--- config.mk ---
export PLATFORM = sky130hd
export DESIGN_NAME = deterministic_primality_test_u64
export DESIGN_NICKNAME = d
export VERILOG_FILES = /design/src/rtl/dpt_pkg.sv /design/src/rtl/dpt_smallmod.sv /design/src/rtl/dpt_mulmod.sv /design/src/rtl/deterministic_primality_test_u64.sv
export SDC_FILE = /design/constraint.sdc
export NUM_CORES = 2
export LEC_CHECK = 0
export ABC_AREA = 0
export ABC_CLOCK_PERIOD_IN_PS = 12290
export BUFFER_PORTS_ARGS = -buffer_cell sky130_fd_sc_hd__buf_2
export CAP_MARGIN = 0
export CORE_MARGIN = 3
export CORE_UTILIZATION = 50
export CTS_CLUSTER_SIZE = 40
export DETAILED_ROUTE_END_ITERATION = 10
export PLACE_DENSITY = 0.66
export SLEW_MARGIN = 20
export SYNTH_ARGS = -nofsm -noshare
export SYNTH_HDL_FRONTEND = slang
export SYNTH_HIERARCHICAL = 1
export SYNTH_SLANG_ARGS = --single-unit
--- constraint.sdc ---
create_clock -name clk_i -period 12.29 [get_ports clk_i]
set_input_delay 1.229 -clock clk_i [delete_from_list [all_inputs] [get_ports clk_i]]
set_output_delay 1.229 -clock clk_i [all_outputs]
set_load 0.02 [all_outputs]
--- src/rtl/dpt_pkg.sv ---
package dpt_pkg;

  localparam int unsigned W = 64;
  localparam int unsigned CW = 7;
  localparam int unsigned NSP = 12;
  localparam int unsigned NWIT = 7;
  localparam int unsigned SPW = 6;

  typedef enum logic [3:0] {
    S_IDLE,
    S_SMALL,
    S_SPLIT,
    S_WIT,
    S_POW_MUL,
    S_POW_SQ,
    S_CHECK,
    S_SQR,
    S_SQR_CHK,
    S_DONE
  } state_e;

  function automatic logic [SPW-1:0] small_prime(input logic [3:0] idx);
    logic [SPW-1:0] p;
    case (idx)
      4'd0: p = 6'd2;
      4'd1: p = 6'd3;
      4'd2: p = 6'd5;
      4'd3: p = 6'd7;
      4'd4: p = 6'd11;
      4'd5: p = 6'd13;
      4'd6: p = 6'd17;
      4'd7: p = 6'd19;
      4'd8: p = 6'd23;
      4'd9: p = 6'd29;
      4'd10: p = 6'd31;
      4'd11: p = 6'd37;
      default: p = 6'd2;
    endcase
    return p;
  endfunction

  function automatic logic [30:0] witness(input logic [2:0] idx);
    logic [30:0] w;
    case (idx)
      3'd0: w = 31'd2;
      3'd1: w = 31'd325;
      3'd2: w = 31'd9375;
      3'd3: w = 31'd28178;
      3'd4: w = 31'd450775;
      3'd5: w = 31'd9780504;
      3'd6: w = 31'd1795265022;
      default: w = 31'd2;
    endcase
    return w;
  endfunction

endpackage

--- src/rtl/dpt_smallmod.sv ---
module dpt_smallmod import dpt_pkg::*; (
  input  logic           clk_i,
  input  logic           rst_ni,
  input  logic           start_i,
  input  logic [W-1:0]   number_i,
  input  logic [SPW-1:0] divisor_i,
  output logic           done_o,
  output logic           zero_o
);

  logic [W-1:0]   sh_q, sh_d;
  logic [SPW:0]   rem_q, rem_d;
  logic [CW-1:0]  cnt_q, cnt_d;
  logic           run_q, run_d;
  logic [SPW+1:0] trial;

  always_comb begin
    sh_d  = sh_q;
    rem_d = rem_q;
    cnt_d = cnt_q;
    run_d = run_q;
    trial = {rem_q[SPW:0], sh_q[W-1]};
    if (start_i) begin
      sh_d  = number_i;
      rem_d = '0;
      cnt_d = '0;
      run_d = 1'b1;
    end else if (run_q) begin
      sh_d = {sh_q[W-2:0], 1'b0};
      if (trial >= {2'b00, divisor_i}) begin
        rem_d = (SPW+1)'(trial - {2'b00, divisor_i});
      end else begin
        rem_d = trial[SPW:0];
      end
      cnt_d = cnt_q + CW'(1);
      if (cnt_q == CW'(W - 1)) begin
        run_d = 1'b0;
      end
    end
  end

  always_ff @(posedge clk_i or negedge rst_ni) begin
    if (!rst_ni) begin
      run_q <= 1'b0;
      cnt_q <= '0;
    end else begin
      run_q <= run_d;
      cnt_q <= cnt_d;
    end
  end

  always_ff @(posedge clk_i) begin
    sh_q  <= sh_d;
    rem_q <= rem_d;
  end

  assign done_o = run_q && (cnt_q == CW'(W - 1));
  assign zero_o = (rem_d == '0);

endmodule

--- src/rtl/dpt_mulmod.sv ---
module dpt_mulmod import dpt_pkg::*; (
  input  logic         clk_i,
  input  logic         rst_ni,
  input  logic         start_i,
  input  logic [W-1:0] x_i,
  input  logic [W-1:0] y_i,
  input  logic [W-1:0] m_i,
  output logic         done_o,
  output logic [W-1:0] p_o
);

  logic [W-1:0]  x_q, x_d, y_q, y_d, acc_q, acc_d;
  logic          run_q, run_d;
  logic [W-1:0]  gap_a, gap_x;

  always_comb begin
    x_d   = x_q;
    y_d   = y_q;
    acc_d = acc_q;
    run_d = run_q;
    gap_a = m_i - x_q;
    gap_x = m_i - x_q;
    if (start_i) begin
      x_d   = x_i;
      y_d   = y_i;
      acc_d = '0;
      run_d = 1'b1;
    end else if (run_q) begin
      if (y_q == '0) begin
        run_d = 1'b0;
      end else begin
        if (y_q[0]) begin
          acc_d = (acc_q >= gap_a) ? acc_q - gap_a : acc_q + x_q;
        end
        x_d = (x_q >= gap_x) ? x_q - gap_x : x_q + x_q;
        y_d = {1'b0, y_q[W-1:1]};
      end
    end
  end

  always_ff @(posedge clk_i or negedge rst_ni) begin
    if (!rst_ni) begin
      run_q <= 1'b0;
    end else begin
      run_q <= run_d;
    end
  end

  always_ff @(posedge clk_i) begin
    x_q   <= x_d;
    y_q   <= y_d;
    acc_q <= acc_d;
  end

  assign done_o = run_q && (y_q == '0);
  assign p_o    = acc_q;

endmodule

--- src/rtl/deterministic_primality_test_u64.sv ---
// Channel  Ports                    Dir  Handshake
// input    start_i, number_i        in   taken when start_i && !busy_o
// result   valid_o, is_prime_o      out  one-cycle strobe, no stall
//
// Sequence: a bit-serial remainder per small prime (12 primes), then per
// witness one reduction and up to 125 bit-serial modular products.
// The shift-and-add multiplier-reducer dominates the run time.
// Reset clears the controller; busy_o is low after reset.
module deterministic_primality_test_u64 import dpt_pkg::*; (
  input  logic         clk_i,
  input  logic         rst_ni,
  input  logic         start_i,
  input  logic [W-1:0] number_i,
  output logic         busy_o,
  output logic         valid_o,
  output logic         is_prime_o
);

  state_e        state_q, state_d;
  logic [W-1:0]  n_q, n_d, d_q, d_d, e_q, e_d, acc_q, acc_d, sq_q, sq_d;
  logic [CW-1:0] s_q, s_d, k_q, k_d;
  logic [3:0]    sp_q, sp_d;
  logic [2:0]    wi_q, wi_d;
  logic          res_q, res_d, vld_q, vld_d, sm_go_q, sm_go_d;
  logic          wit_red_q, wit_red_d;
  logic          sqr_q, sqr_d;
  logic          sm_done, sm_zero;
  logic [W-1:0]  mx, my, mp, nm1;
  logic          m_start, m_done;

  assign nm1 = n_q - 64'd1;

  dpt_smallmod u_sm (
    .clk_i, .rst_ni, .start_i(sm_go_q),
    .number_i(n_q), .divisor_i(small_prime(sp_q)),
    .done_o(sm_done), .zero_o(sm_zero)
  );

  dpt_mulmod u_mm (
    .clk_i, .rst_ni, .start_i(m_start), .x_i(mx), .y_i(my), .m_i(n_q),
    .done_o(m_done), .p_o(mp)
  );

  always_comb begin
    state_d   = state_q;
    n_d = n_q; d_d = d_q; e_d = e_q; acc_d = acc_q; sq_d = sq_q;
    s_d = s_q; k_d = k_q; sp_d = sp_q; wi_d = wi_q; sqr_d = sqr_q;
    res_d = res_q; vld_d = 1'b0; sm_go_d = 1'b0; wit_red_d = wit_red_q;
    m_start = 1'b0;
    mx = acc_q;
    my = sq_q;
    case (state_q)
      S_IDLE: begin
        if (start_i) begin
          n_d = number_i;
          sp_d = '0;
          if (number_i < 64'd2) begin
            res_d = 1'b0; state_d = S_DONE;
          end else begin
            sm_go_d = 1'b1; state_d = S_SMALL;
          end
        end
      end
      S_SMALL: begin
        if (sm_done) begin
          if (n_q == W'(small_prime(sp_q))) begin
            res_d = 1'b1; state_d = S_DONE;
          end else if (sm_zero) begin
            res_d = 1'b0; state_d = S_DONE;
          end else if (sp_q == 4'(NSP - 1)) begin
            d_d = nm1; s_d = '0; state_d = S_SPLIT;
          end else begin
            sp_d = sp_q + 4'd1; sm_go_d = 1'b1;
          end
        end
      end
      S_SPLIT: begin
        if (!d_q[0]) begin
          d_d = {1'b0, d_q[W-1:1]}; s_d = s_q + CW'(1);
        end else begin
          wi_d = '0; state_d = S_WIT; wit_red_d = 1'b1;
        end
      end
      S_WIT: begin
        // reduce base mod n as 1*base mod n
        if (wit_red_q) begin
          mx = 64'd1; my = W'(witness(wi_q));
          m_start = 1'b1; wit_red_d = 1'b0;
        end else if (m_done) begin
          if (mp == '0) begin
            if (wi_q == 3'(NWIT - 1)) begin
              res_d = 1'b1; state_d = S_DONE;
            end else begin
              wi_d = wi_q + 3'd1; wit_red_d = 1'b1;
            end
          end else begin
            sq_d = mp; acc_d = 64'd1; e_d = d_q; state_d = S_POW_MUL;
          end
        end
      end
      S_POW_MUL: begin
        if (e_q == '0) begin
          state_d = S_CHECK;
        end else if (e_q[0]) begin
          mx = acc_q; my = sq_q; m_start = 1'b1; state_d = S_POW_SQ;
          e_d = {e_q[W-1:1], 1'b0}; sqr_d = 1'b0;
        end else begin
          mx = sq_q; my = sq_q; m_start = 1'b1; state_d = S_POW_SQ;
          e_d = {1'b0, e_q[W-1:1]}; sqr_d = 1'b1;
        end
      end
      S_POW_SQ: begin
        if (m_done) begin
          state_d = S_POW_MUL;
          if (sqr_q) begin
            sq_d = mp;
          end else begin
            acc_d = mp;
          end
        end
      end
      S_CHECK: begin
        if (acc_q == 64'd1 || acc_q == nm1) begin
          if (wi_q == 3'(NWIT - 1)) begin
            res_d = 1'b1; state_d = S_DONE;
          end else begin
            wi_d = wi_q + 3'd1; wit_red_d = 1'b1; state_d = S_WIT;
          end
        end else begin
          k_d = CW'(1); state_d = S_SQR;
        end
      end
      S_SQR: begin
        if (k_q >= s_q) begin
          res_d = 1'b0; state_d = S_DONE;
        end else begin
          mx = acc_q; my = acc_q; m_start = 1'b1; state_d = S_SQR_CHK;
        end
      end
      S_SQR_CHK: begin
        if (m_done) begin
          acc_d = mp;
          if (mp == nm1) begin
            if (wi_q == 3'(NWIT - 1)) begin
              res_d = 1'b1; state_d = S_DONE;
            end else begin
              wi_d = wi_q + 3'd1; wit_red_d = 1'b1; state_d = S_WIT;
            end
          end else begin
            k_d = k_q + CW'(1); state_d = S_SQR;
          end
        end
      end
      S_DONE: begin
        vld_d = 1'b1; state_d = S_IDLE;
      end
      default: state_d = S_IDLE;
    endcase
  end

  always_ff @(posedge clk_i or negedge rst_ni) begin
    if (!rst_ni) begin
      state_q   <= S_IDLE;
      vld_q     <= 1'b0;
      sm_go_q   <= 1'b0;
      wit_red_q <= 1'b0;
    end else begin
      state_q   <= state_d;
      vld_q     <= vld_d;
      sm_go_q   <= sm_go_d;
      wit_red_q <= wit_red_d;
    end
  end

  always_ff @(posedge clk_i) begin
    n_q <= n_d; d_q <= d_d; e_q <= e_d; acc_q <= acc_d; sq_q <= sq_d;
    s_q <= s_d; k_q <= k_d; sp_q <= sp_d; wi_q <= wi_d; res_q <= res_d;
    sqr_q <= sqr_d;
  end

  assign busy_o     = (state_q != S_IDLE);
  assign valid_o    = vld_q;
  assign is_prime_o = res_q;

  a_no_start_busy: assert property (@(posedge clk_i) disable iff (!rst_ni)
    valid_o |-> state_q == S_IDLE) else $error("result outside idle");
  a_mul_idle: assert property (@(posedge clk_i) disable iff (!rst_ni)
    m_start |-> state_q != S_IDLE) else $error("multiply while idle");
  a_done_once: assert property (@(posedge clk_i) disable iff (!rst_ni)
    state_q == S_DONE |=> valid_o) else $error("result not strobed");

endmodule
==> out/results.txt <==
Status -> finished clean
Xor and xnor fraction of the mapped netlist area -> 7.62%
Yosys top cell by area -> edfxtp_1
Share of cells above drive strength 1 -> 9.51%
Final Hold Vio Count -> 0
Synth async-reset ratio -> 2.55%
Gr ovfl total -> 0
Final setup viols -> 0
Initial DRC count -> 6816
Post-synth net total -> 5753
Worst-path fanout max -> 86
Main area contributors after synthesis -> edfxtp_1 33%, ha_1 7.2%, xnor2_1 4.4%
Dpl ws -> 4400 ps
Yosys cell types -> 123
Port bufs -> 69
Commonest non-fill, non-tap cell in the layout -> edfxtp_1
Antenna violations before repair -> 13
Max-Cap Viols -> 0
Least-Margin Pin Slew -> 1300 ps
Routed vias/inst -> 6.74
Die H -> 318 um
Post-synth EDFFs -> 535
Post-synth design cell area -> 48800 sq um
Simple-Gate Fraction of Synth Area -> 19.7%
Largest net degree at the start of global routing -> 110
Post-CTS resize count -> 0
Register bit count reported by yosys -> 628
Die width -> 318 um
Gpl congestion -> 1.04
Fin crit share -> 65.9%
Routed WL -> 197000 um
Final worst slack -> 4180 ps
Net count reported at finish -> 5695
Crit-path max cell delay -> 750 ps
H-tree levels -> 3
Post-synthesis compound-gate area fraction -> 20.4%
GRT Util Overall -> 37.4%
# IOs -> 70
Fill cells -> 8847
Main combinational cell family by area after synthesis -> compound AO/OA/AOI/OAI gates
Achievable Freq -> 123 MHz
Post-Synth Adder-Cell Area -> 7.51%
Routed Antenna Nets -> 0
First-pass GRT wire length -> 283000 um
CTS tree -> done
Share of the synthesized area in the top cell type -> 32.9%
Dpl hpwl -> 152000 um
Starting Density -> 50.9%
Crit path top cell by count -> a21oi_1
Setup TNS -> 0 ps
Hold-fix buffers, CTS -> 0
Clk Latency, worst-skew pair -> 680 ps
Critical Setup Path Class -> reg2reg
FF+latch area -> 18000 sq um
Die ar. -> 101000 sq um
Slowest-stage cell, CP -> edfxtp_1
Ys Warns -> 6
Synth Flop Type -> edfxtp_1
Mux contribution to synthesized area -> 3.66%
Post-synthesis sequential area ratio -> 36.9%
CP arrival -> 8610 ps
Post CTS Setup Buffer Count -> 0
Core box area -> 95900 sq um
Vias -> 44900
RSZ-0062 raised after global routing -> false
Clk_skew -> 35.1 ps
Clk sink count -> 628
WL/cell -> 29.5 um
Router iterations before antenna repair -> 8
Clk buf depth -> 3
Area grow syn2layout -> 7.91%
Synth Instances -> 5402
Residual DRC -> 0
Inserted Clock Buffers -> 73
Max-slew violations -> 0
Most frequent cells in the layout -> 535 x edfxtp_1, 534 x nand2_1, 392 x o21ai_0, 388 x nor2_1, 367 x a21oi_1
Vias in the first global route -> 41500
Req. time, crit path -> 12790 ps
Setup crit end kind -> flop
CP startpoint kind -> flop
Multi-input gate area -> 28900 sq um
Post-synthesis average cell area -> 9.03 sq um
Worst slew margin -> 12.2%
Worst hold path type -> in2async
Clk Tree Root Cell -> clkbuf_16
FP Rows -> 113
CTS clock-pin slew for the worst setup and hold paths -> 70 ps
Minimum clock period -> 8110 ps
## sequential cells by signal, summed over array words and instances (netlist names), 3 cells and up, named ones only
signal      cells
k_q             7
u_sm/rem_q      7
u_mm/p_o       64
sq_q           64
s_q             7
d_q            64
e_q            64
wi_q            3
u_mm/y_q       64
u_mm/x_q       64
acc_q          64
u_sm/sh_q      64
u_sm/cnt_q      7
n_q            64
state_q         4
sp_q            4
## metrics by stage
stage          std cells  instance area (sq um)  hold WS [ps]  util [%]
6_report            6671                  52600           490      54.9
5_1_grt             6670                  52600           517      54.9
4_1_cts             6670                  52600           492      54.9
3_5_place_dp        6534                  50300           514      52.5
3_3_place_gp        6534                  50300           507      52.5
2_1_floorplan       5402                  48800           476         -
## cells in the mapped netlist (111+ instances only)
cell and number:
a21o_1 157, a21oi_1 367, clkbuf_1 245, edfxtp_1 535
ha_1 279, inv_1 205, mux2_2 137, nand2_1 535
nand3_1 128, nand4_1 111, nor2_1 392, nor3_1 121
nor4_1 153, o21ai_0 393, xnor2_1 244, xor2_1 154
## cells by family (layout without fill, tap and decap cells)
logic type | after synthesis | after routing
and+or+nand+nor | 1887 | 1887
AOI/OAI and AO/OA | 1523 | 1523
DFF | 628 | 628
buffers and inverters | 504 | 507
xor gates and xnor gates | 408 | 408
adders and majority gates | 291 | 291
muxes | 161 | 161
other | 0 | 1
## routing by layer
metal	track usage, %	share of wire, %	up-vias
met5	0	0.053	-
met4	17.4	5.4	16
met3	8.24	11	490
met2	51.8	40	2629
met1	55.2	43	21700
li1	-	-	20100
## final cells by class
type / count / area share, %
inverter: 206 / 1.47
clock inverter: 46 / 0.753
clock buffer: 90 / 3.63
sequential: 628 / 34.2
antenna: 1 / 0.00475
timing repair buffer: 165 / 2.02
multi-input combinational: 4270 / 54.9
tap: 1265 / 3.01
## worst max-delay path: cells and delay by family (launching register included)
kind,cells,cell delay [ps]
compound gates,16,3820
xor+xnor,1,320
fa+ha+maj,2,790
buf+inv,1,690
flops,1,750
simple gates,8,1430
## worst paths after layout
check,from,end,slack (ps),depth (start not counted)
worst max-delay path,n_q[7],u_mm/p_o[6],4180,28
worst min-delay path,rst_ni,wit_red_q,490,1
worst max register to register,n_q[7],u_mm/p_o[6],4180,28
worst min register to register,u_mm/p_o[34],u_mm/p_o[34],520,2
max in group asynchronous,rst_ni,sm_go_q,11440,1
min in group clk_i,u_mm/p_o[34],u_mm/p_o[34],520,2
Power is not shown: default switching activity piles up to over one toggle a cycle in this logic, so the estimate is an artifact.
